### src/hw/rtl/pps_pkg.sv
// ----------------------------------------------------------------------------
// Preemptive priority scheduler package
// Shared types, codes and constants of the scheduler.
// ----------------------------------------------------------------------------
package pps_pkg;

   localparam int MAX_TASKS_DEFAULT = 16;
   localparam int TIME_W            = 16;
   localparam int PRIO_W            = 8;
   localparam int SLOT_W            = 4;
   localparam int COUNT_W           = 5;
   localparam logic [TIME_W-1:0] TIME_MAX = '1;
   localparam logic [COUNT_W-1:0] COUNT_RESET = COUNT_W'(1);

   // request function codes
   localparam logic FUNC_LOAD = 1'b0;
   localparam logic FUNC_TICK = 1'b1;

   // one table row as stored in the task memory
   typedef struct packed {
      logic [TIME_W-1:0] arrival;
      logic [TIME_W-1:0] burst;
      logic [TIME_W-1:0] remaining;
      logic [PRIO_W-1:0] prio;
   } task_entry_type;

   // control from the sequencer to the selection unit
   typedef struct packed {
      logic clear;
      logic valid;
      logic active;
   } select_ctl_type;

endpackage

### src/hw/rtl/pps_ram.sv
// ----------------------------------------------------------------------------
// Generic RAM
// One write port, one read port with registered read data.
// ----------------------------------------------------------------------------
module pps_ram #(
   parameter int WIDTH = 8,
   parameter int DEPTH = 16
) (
   input  logic                     clock,
   input  logic                     wr_en,
   input  logic [$clog2(DEPTH)-1:0] wr_addr,
   input  logic [WIDTH-1:0]         wr_data,
   input  logic [$clog2(DEPTH)-1:0] rd_addr,
   output logic [WIDTH-1:0]         rd_data
);

   logic [WIDTH-1:0] mem_ff [DEPTH];
   logic [WIDTH-1:0] rd_data_ff;

   always_ff @(posedge clock) begin
      if (wr_en) begin
         mem_ff[wr_addr] <= wr_data;
      end
      rd_data_ff <= mem_ff[rd_addr];
   end

   assign rd_data = rd_data_ff;

endmodule

### src/hw/rtl/pps_select.sv
// ----------------------------------------------------------------------------
// Scheduler selection unit
// Compares one table row a cycle and keeps the best ready task so far.
// ----------------------------------------------------------------------------
module pps_select
   import pps_pkg::*;
#(
   parameter int AW = 4
) (
   input  logic                clock,
   input  select_ctl_type      ctl,
   input  logic [AW-1:0]       idx,
   input  task_entry_type      entry,
   input  logic [TIME_W-1:0]   now,
   output logic                found,
   output logic [AW-1:0]       pick,
   output task_entry_type      pick_entry
);

   logic           found_ff, found_in;
   logic [AW-1:0]  pick_ff, pick_in;
   task_entry_type entry_ff, entry_in;
   logic           take;

   // strict compare keeps the lowest index on a tie
   assign take = ctl.valid && ctl.active && (entry.arrival <= now) &&
                 (!found_ff || (entry.prio > entry_ff.prio));

   always_comb begin
      found_in = found_ff;
      pick_in  = pick_ff;
      entry_in = entry_ff;
      if (ctl.clear) begin
         found_in = 1'b0;
      end else if (take) begin
         found_in = 1'b1;
         pick_in  = idx;
         entry_in = entry;
      end
   end

   always_ff @(posedge clock) begin
      found_ff <= found_in;
      pick_ff  <= pick_in;
      entry_ff <= entry_in;
   end

   assign found      = found_ff;
   assign pick       = pick_ff;
   assign pick_entry = entry_ff;

endmodule

### src/hw/rtl/preemptive_priority_scheduler.sv
// ----------------------------------------------------------------------------
// Preemptive priority scheduler
// Task table with a sequential scan for the highest-priority ready task.
// ----------------------------------------------------------------------------
// Usage:
//   req_* carries one transaction: func selects load or tick. A load writes
//   one table slot and marks it active and gives no response. A tick scans
//   the slots below the effective count, one slot a cycle through the task
//   memory read port, runs the winner for one time unit and returns one
//   rsp_* transaction. A tick passes through the scan, drain, update and
//   result states, skipping scan and drain at a count of zero; req_stall
//   stays high for the whole tick, from acceptance until the result enters
//   the output register, so no new request is taken while a tick is busy.
//   csr_wr_en writes process_count; write it only while the block is idle.
//   Reset clears the active flags, the time counter and the output register
//   and sets process_count to 1; the table contents are undefined until
//   loaded. A stalled response is held in the output register while the
//   next request is taken; the next tick result waits until it drains.
// ----------------------------------------------------------------------------
module preemptive_priority_scheduler
   import pps_pkg::*;
#(
   parameter int MAX_TASKS = MAX_TASKS_DEFAULT
) (
   input  logic               clock,
   input  logic               reset,
   input  logic               req_valid,
   output logic               req_stall,
   input  logic               req_func,
   input  logic [SLOT_W-1:0]  req_slot,
   input  logic [TIME_W-1:0]  req_arrival,
   input  logic [TIME_W-1:0]  req_burst,
   input  logic [PRIO_W-1:0]  req_priority_req,
   output logic               rsp_valid,
   input  logic               rsp_stall,
   output logic [SLOT_W-1:0]  rsp_running_slot,
   output logic               rsp_idle,
   output logic               rsp_finished,
   output logic [TIME_W-1:0]  rsp_turnaround,
   output logic [TIME_W-1:0]  rsp_waiting,
   output logic [TIME_W-1:0]  rsp_tick_time,
   output logic               rsp_all_done,
   input  logic               csr_wr_en,
   input  logic [COUNT_W-1:0] csr_wr_data
);

   localparam int AW  = $clog2(MAX_TASKS);
   localparam int EW  = ($clog2(MAX_TASKS + 1) > COUNT_W) ? $clog2(MAX_TASKS + 1) : COUNT_W;
   localparam int SW  = (AW > SLOT_W) ? AW : SLOT_W;
   localparam int SLW = SW + 1;

   typedef enum logic [4:0] {
      S_IDLE   = 5'b00001,
      S_SCAN   = 5'b00010,
      S_DRAIN  = 5'b00100,
      S_UPDATE = 5'b01000,
      S_RESULT = 5'b10000
   } state_type;

   state_type          state_ff, state_in;
   logic [COUNT_W-1:0] pcount_ff, pcount_in;
   logic [EW-1:0]      count_ff, count_in;
   logic [AW-1:0]      iss_ff, iss_in;
   logic [AW-1:0]      rd_idx_ff;
   logic               rd_pend_ff;
   logic [MAX_TASKS-1:0] active_ff, active_in;
   logic [TIME_W-1:0]  time_ff, time_in;

   // result holding between update and output
   logic               res_idle_ff, res_idle_in;
   logic               res_fin_ff, res_fin_in;
   logic [TIME_W-1:0]  res_tat_ff, res_tat_in;
   logic [TIME_W-1:0]  res_wait_ff, res_wait_in;

   // output register
   logic               rsp_valid_ff, rsp_valid_in;
   logic [SLOT_W-1:0]  out_slot_ff, out_slot_in;
   logic               out_idle_ff, out_idle_in;
   logic               out_fin_ff, out_fin_in;
   logic [TIME_W-1:0]  out_tat_ff, out_tat_in;
   logic [TIME_W-1:0]  out_wait_ff, out_wait_in;
   logic [TIME_W-1:0]  out_time_ff, out_time_in;
   logic               out_done_ff, out_done_in;

   logic               accept;
   logic [SLW-1:0]     slot_wide;
   logic [EW-1:0]      eff_count;
   logic               ram_we;
   logic [AW-1:0]      ram_waddr;
   task_entry_type     ram_wdata;
   task_entry_type     ram_rdata;
   task_entry_type     load_entry;
   task_entry_type     upd_entry;
   select_ctl_type     sel_ctl;
   logic               sel_found;
   logic [AW-1:0]      sel_pick;
   task_entry_type     sel_entry;
   logic [TIME_W-1:0]  time_next;
   logic [TIME_W-1:0]  rem_next;
   logic [TIME_W-1:0]  tat;
   logic               any_active;
   logic               out_free;

   assign accept    = req_valid && !req_stall;
   assign req_stall = (state_ff != S_IDLE);
   assign slot_wide = SLW'(req_slot);
   assign eff_count = (EW'(pcount_ff) > EW'(MAX_TASKS)) ? EW'(MAX_TASKS) : EW'(pcount_ff);
   assign out_free  = !rsp_valid_ff || !rsp_stall;

   assign load_entry.arrival   = req_arrival;
   assign load_entry.burst     = req_burst;
   assign load_entry.remaining = req_burst;
   assign load_entry.prio      = req_priority_req;

   // saturate the time counter
   assign time_next = (time_ff == TIME_MAX) ? time_ff : time_ff + TIME_W'(1);
   assign rem_next  = (sel_entry.remaining != '0) ? sel_entry.remaining - TIME_W'(1) : '0;
   assign tat       = time_next - sel_entry.arrival;

   always_comb begin
      upd_entry           = sel_entry;
      upd_entry.remaining = rem_next;
   end

   always_comb begin
      any_active = 1'b0;
      for (int i = 0; i < MAX_TASKS; i++) begin
         if (active_ff[i] && (EW'(i) < count_ff)) begin
            any_active = 1'b1;
         end
      end
   end

   assign sel_ctl.clear  = accept;
   assign sel_ctl.valid  = rd_pend_ff;
   assign sel_ctl.active = active_ff[rd_idx_ff];

   always_comb begin
      state_in    = state_ff;
      pcount_in   = pcount_ff;
      count_in    = count_ff;
      iss_in      = iss_ff;
      active_in   = active_ff;
      time_in     = time_ff;
      res_idle_in = res_idle_ff;
      res_fin_in  = res_fin_ff;
      res_tat_in  = res_tat_ff;
      res_wait_in = res_wait_ff;
      ram_we      = 1'b0;
      ram_waddr   = slot_wide[AW-1:0];
      ram_wdata   = load_entry;

      rsp_valid_in = rsp_valid_ff && rsp_stall;
      out_slot_in  = out_slot_ff;
      out_idle_in  = out_idle_ff;
      out_fin_in   = out_fin_ff;
      out_tat_in   = out_tat_ff;
      out_wait_in  = out_wait_ff;
      out_time_in  = out_time_ff;
      out_done_in  = out_done_ff;

      if (csr_wr_en) begin
         pcount_in = csr_wr_data;
      end

      case (state_ff)
         S_IDLE: begin
            if (accept) begin
               if (req_func == FUNC_LOAD) begin
                  // drop loads beyond the table
                  if (slot_wide < SLW'(MAX_TASKS)) begin
                     ram_we                        = 1'b1;
                     active_in[slot_wide[AW-1:0]]  = 1'b1;
                  end
               end else begin
                  count_in = eff_count;
                  iss_in   = '0;
                  state_in = (eff_count == '0) ? S_UPDATE : S_SCAN;
               end
            end
         end
         S_SCAN: begin
            iss_in = iss_ff + AW'(1);
            if (EW'(iss_ff) == count_ff - EW'(1)) begin
               state_in = S_DRAIN;
            end
         end
         S_DRAIN: begin
            state_in = S_UPDATE;
         end
         S_UPDATE: begin
            time_in     = time_next;
            res_idle_in = !sel_found;
            res_fin_in  = 1'b0;
            res_tat_in  = '0;
            res_wait_in = '0;
            if (sel_found) begin
               ram_we    = 1'b1;
               ram_waddr = sel_pick;
               ram_wdata = upd_entry;
               if (rem_next == '0) begin
                  active_in[sel_pick] = 1'b0;
                  res_fin_in          = 1'b1;
                  res_tat_in          = tat;
                  res_wait_in         = (tat >= sel_entry.burst) ? tat - sel_entry.burst : '0;
               end
            end
            state_in = S_RESULT;
         end
         S_RESULT: begin
            // hold until the output register drains
            if (out_free) begin
               rsp_valid_in = 1'b1;
               out_slot_in  = res_idle_ff ? '0 : SLOT_W'(sel_pick);
               out_idle_in  = res_idle_ff;
               out_fin_in   = res_fin_ff;
               out_tat_in   = res_tat_ff;
               out_wait_in  = res_wait_ff;
               out_time_in  = time_ff;
               out_done_in  = !any_active;
               state_in     = S_IDLE;
            end
         end
         default: begin
            state_in = S_IDLE;
         end
      endcase
   end

   always_ff @(posedge clock) begin
      if (reset) begin
         state_ff     <= S_IDLE;
         pcount_ff    <= COUNT_RESET;
         active_ff    <= '0;
         time_ff      <= '0;
         rsp_valid_ff <= 1'b0;
         rd_pend_ff   <= 1'b0;
      end else begin
         state_ff     <= state_in;
         pcount_ff    <= pcount_in;
         active_ff    <= active_in;
         time_ff      <= time_in;
         rsp_valid_ff <= rsp_valid_in;
         rd_pend_ff   <= (state_ff == S_SCAN);
      end
   end

   always_ff @(posedge clock) begin
      count_ff    <= count_in;
      iss_ff      <= iss_in;
      rd_idx_ff   <= iss_ff;
      res_idle_ff <= res_idle_in;
      res_fin_ff  <= res_fin_in;
      res_tat_ff  <= res_tat_in;
      res_wait_ff <= res_wait_in;
      out_slot_ff <= out_slot_in;
      out_idle_ff <= out_idle_in;
      out_fin_ff  <= out_fin_in;
      out_tat_ff  <= out_tat_in;
      out_wait_ff <= out_wait_in;
      out_time_ff <= out_time_in;
      out_done_ff <= out_done_in;
   end

   pps_ram #(
      .WIDTH ($bits(task_entry_type)),
      .DEPTH (MAX_TASKS)
   ) u_task_ram (
      .clock   (clock),
      .wr_en   (ram_we),
      .wr_addr (ram_waddr),
      .wr_data (ram_wdata),
      .rd_addr (iss_ff),
      .rd_data (ram_rdata)
   );

   pps_select #(
      .AW (AW)
   ) u_select (
      .clock      (clock),
      .ctl        (sel_ctl),
      .idx        (rd_idx_ff),
      .entry      (ram_rdata),
      .now        (time_ff),
      .found      (sel_found),
      .pick       (sel_pick),
      .pick_entry (sel_entry)
   );

   assign rsp_valid        = rsp_valid_ff;
   assign rsp_running_slot = out_slot_ff;
   assign rsp_idle         = out_idle_ff;
   assign rsp_finished     = out_fin_ff;
   assign rsp_turnaround   = out_tat_ff;
   assign rsp_waiting      = out_wait_ff;
   assign rsp_tick_time    = out_time_ff;
   assign rsp_all_done     = out_done_ff;

endmodule

### config.mk
export PLATFORM = sky130hd
export DESIGN_NAME = preemptive_priority_scheduler
export DESIGN_NICKNAME = d
export VERILOG_FILES = /design/src/hw/rtl/pps_pkg.sv /design/src/hw/rtl/pps_ram.sv /design/src/hw/rtl/pps_select.sv /design/src/hw/rtl/preemptive_priority_scheduler.sv
export SDC_FILE = /design/constraint.sdc
export NUM_CORES = 1
export LEC_CHECK = 0
export ABC_CLOCK_PERIOD_IN_PS = 13000
export CAP_MARGIN = 20
export CELL_PAD_IN_SITES_DETAIL_PLACEMENT = 1
export CELL_PAD_IN_SITES_GLOBAL_PLACEMENT = 1
export CORE_ASPECT_RATIO = 0.75
export CORE_UTILIZATION = 50
export CTS_CLUSTER_SIZE = 10
export DETAILED_ROUTE_END_ITERATION = 10
export DONT_BUFFER_PORTS = 1
export GPL_TIMING_DRIVEN = 0
export PLACE_DENSITY = 0.76
export SETUP_SLACK_MARGIN = 0.3
export SLEW_MARGIN = 20
export SYNTH_ARGS = -nofsm -noshare
export SYNTH_HDL_FRONTEND = slang
export SYNTH_SLANG_ARGS = --single-unit
### constraint.sdc
create_clock -name clock -period 13 [get_ports clock]
set_input_delay 0.65 -clock clock [delete_from_list [all_inputs] [get_ports clock]]
set_output_delay 0.65 -clock clock [all_outputs]
set_load 0.01 [all_outputs]
==> run_results.csv <==
group,metric,value,unit
run_status,status,"completed",
timing,fin_crit,7.106,ns
placement,dp_hpwl,88.14,mm
setup_path,critPathMaxFanout,10,
yosys,synth_ff_type,"edfxtp_1",
yosys,synth_top_area_cell,"edfxtp_1",
finish,design_area,52820,µm²
detailed_routing,wl_per_cell,33.76,µm
detailed_routing,drt_first_pass_iters,6,
global_routing,grt_pass1_wl,187.5,mm
detailed_routing,vias,24880,
finish,nNetsFinal,2700,
clock_network,htreeDepth,4,
clock_network,clkTransAtPathRegs,0.06,ns
timing,grt_setup_unrepaired,"false",
finish,area_growth,15.96,%
yosys,synth_area,45550,µm²
timing,slew_headroom,22.92,%
detailed_routing,ant_nets,0,
global_routing,grt_max_degree,44,
setup_path,cp.required,13.47,ns
placement,io_buffers,0,
setup_path,start_kind,"register",
power,combPwrFrac,12.9,%
yosys,yosys_warnings,0,
detailed_routing,m1WireLength,52.79,mm
setup_path,crit_arrival,7.58,ns
yosys,synth_top_family_by_area,"multiplexers",
yosys,synth_cells,2376,
job,drv_cap,0,
timing,drv_slew,0,
yosys,synthMuxAreaShare,14.31,%
die,rows,95,
clock_network,cts-resized-gates,0,
yosys,synth_top_area_share,69.48,%
global_routing,gr-total-overflow,0,
timing,fin_crit_sh,54.66,%
power,seqPwrFrac,48.2,%
detailed_routing,wl_met3,12.74,mm
die,die_w,350.5,µm
setup_path,worstSetupPathType,"reg -> reg",
yosys,async_reset_ff_share,0,%
power,vdd_drop_max,0.1258,mV
setup_path,regToRegEndpoint,"res_wait_ff[8]",
die,dieHeight,263.4,µm
yosys,synthDistinctLibCells,63,
power,leakage,16.97,nW
clock_network,postCtsSetupBuffers,0,
power,internal_power,6.787,mW
setup_path,reg2reg_from,"time_ff[5]",
die,core-area,89860,µm²
clock_network,cts_made_buffers,134,
power,sw_frac_of_total,24.46,%
global_routing,grt.total_usage,29.13,%
timing,hold_ws,0.04000,ns
timing,fin_setup_tns,0,ns
global_routing,antenna_found_initial,9,
yosys,yosysSeqAreaShare,74.09,%
detailed_routing,vias_per_cell,6.381,
yosys,synthAdderAreaFrac,1.736,%
finish,regArea,33750,µm²
finish,multi_input_comb_area,11310,µm²
hold_path,whs_path_depth,1,
clock_network,cts_tree,"built",
yosys,synth_edf_count,1054,
global_routing,grt_pass1_vias,25860,
hold_path,min_path_type,"in -> reg",
power,p_clk_share,38.9,%
detailed_routing,top_layer,"met5",
detailed_routing,wirelength,131.7,mm
timing,maxClockFrequency,140.7,MHz
clock_network,cts-root-buf,"clkbuf_16",
yosys,synth-simple-area-share,4.307,%
placement,place_congestion,0.8799,
clock_network,cts_hold_buf,0,
die,die_area,92330,µm²
hold_path,min-delay-start,"csr_wr_data[0]",
finish,fillers,7743,
power,power.density,170.1,nW/µm²
yosys,synth_compound_area_share,2.840,%
hold_path,min_to,"pcount_ff[0]",
setup_path,r2r_slack,5.89,ns
timing,setup_violations,0,
timing,clock_skew,0.03193,ns
placement,place_area,48720,µm²
power,p_switching,2.198,mW
yosys,synth_xor_area_share,1.154,%
clock_network,clock-sinks,1159,
detailed_routing,drt_iter0_drc,3228,
setup_path,rr_worst_depth,22,
yosys,synth.net_count,2493,
timing,hold_viol,0,
detailed_routing,dr_wl_met2,63.10,mm
setup_path,end_kind,"register",
finish,drive_gt1_share,21.68,%
yosys,ys_seq_elements,1159,
die,start_util,50.69,%
clock_network,clk_latency,0.75,ns
yosys,avgSynthCellArea,19.17,µm²
clock_network,cts_buffer_depth,3,
timing,worstMarginPinSlew,1.148,ns
yosys,synth_area_leaders,"edfxtp_1, mux4_2, dfxtp_1, ha_1, o21ai_0",
detailed_routing,drc,0,
die,io_pins,112,
## power groups by stage
stage	Combinational [mW]	Sequential, mW	Clock [mW]
finish	1.16	4.33	3.49
detailed placement	1.14	4.40	0
CTS	1.16	4.33	3.53
floorplan	0.771	4.35	0
global placement	1.06	4.40	0
global route	1.23	4.34	3.66
## synthesized netlist by cell type (9+ instances only)
| master | count |
|---|---|
| edfxtp_1 | 1054 |
| mux4_2 | 285 |
| dfxtp_1 | 105 |
| nand2_1 | 105 |
| nor2_1 | 101 |
| o21ai_0 | 89 |
| inv_1 | 87 |
| clkbuf_1 | 69 |
| ha_1 | 60 |
| a21oi_1 | 53 |
| xnor2_1 | 40 |
| nor3_1 | 33 |
| nand3_1 | 27 |
| buf_1 | 26 |
| nand2b_1 | 22 |
| nor4_1 | 20 |
| xor2_1 | 20 |
| nor2b_1 | 19 |
| a31oi_1 | 14 |
| or3_1 | 14 |
| and2_1 | 12 |
| nand4_1 | 11 |
| a211oi_1 | 9 |
| a21o_1 | 9 |
| mux2i_1 | 9 |
## routing by layer
metal  track usage [%]  vias up
met1             41.03    13260
li1                  -     9994
met4             8.262        2
met2             45.65     1411
met3             6.946      214
met5                 0        -
## stage by stage
| step | worst slack, ns | instances | power [mW] | util [%] |
|---|---|---|---|---|
| 3_5_place_dp | 6.064 | 3657 | 5.546 | 54.22 |
| 4_1_cts | 6.006 | 3895 | 9.021 | 58.66 |
| 3_3_place_gp | 1.664 | 3588 | 5.469 | 52.38 |
| 6_report | 5.894 | 3900 | 8.985 | 58.78 |
| 5_1_grt | 5.538 | 3898 | 9.228 | 58.78 |
| 2_1_floorplan | 6.486 | 2376 | 5.126 | - |
## area by class of cell
| cell class | instances | share of cell area (%) |
|---|---|---|
| sequential | 1159 | 63.90 |
| multi-input combinational | 1031 | 21.41 |
| clock buffer | 229 | 7.305 |
| tap | 1212 | 2.871 |
| timing repair buffer | 71 | 2.861 |
| buffer | 99 | 0.7817 |
| inverter | 87 | 0.6182 |
| clock inverter | 9 | 0.2392 |
| antenna | 3 | 0.01421 |
## worst max path at each step
stage	startpoint	end	slack, ns	cells after the start
detailed placement	time_ff[5]	res_wait_ff[11]	6.06	22
floorplan	time_ff[1]	u_select.pick[0]	6.49	9
global placement	time_ff[1]	u_select.pick_entry[27]	1.66	9
global route	time_ff[5]	res_wait_ff[11]	5.54	22
finish	time_ff[5]	res_wait_ff[8]	5.89	22
CTS	time_ff[5]	res_wait_ff[11]	6.01	22
## critical path: stages (launching register included)
cell	delay, ns
dfxtp_1	0.52
and4_1	0.32
nand4_1	0.34
nor4_1	1.04
nor2_1	0.37
nand3_1	0.23
xnor2_1	0.20
ha_1	0.37
a21o_1	0.21
a21oi_1	0.21
nor3b_1	0.29
a21oi_1	0.12
a21oi_1	0.25
xnor2_1	0.16
ha_1	0.38
nand2_1	0.08
nor2_1	0.26
nand3_1	0.14
nand3_1	0.17
a31oi_1	0.15
a221o_1	0.44
buf_6	0.20
nor2_1	0.39
## cells in the final DEF (no fill, tap or decap), drive strengths merged, types with 40 or more instances in the layout
master	n
inv	93
dfxtp	105
ha	60
a21oi	53
clkbuf	308
mux4	285
edfxtp	1054
o21ai	89
nand2	106
buf	91
xnor2	40
nor2	101
## cells by family after synthesis
group / Yosys count
AND/OR/NAND/NOR: 397
adder cells (fa/ha/maj): 62
XOR/XNOR: 60
flip-flops: 1159
AO/OA/AOI/OAI: 217
buffers and inverters: 186
multiplexers: 295
## state kept, by name, summed over array words and instances, names as in the netlist, 16 cells and up
signal / flops
res_wait_ff: 16
rsp_turnaround: 16
rsp_tick_time: 16
u_task_ram.mem_ff: 896
active_ff: 16
u_task_ram.rd_data: 56
res_tat_ff: 16
rsp_waiting: 16
time_ff: 16
u_select.pick_entry: 56
Note: power is estimated with default switching activity, not from simulation.
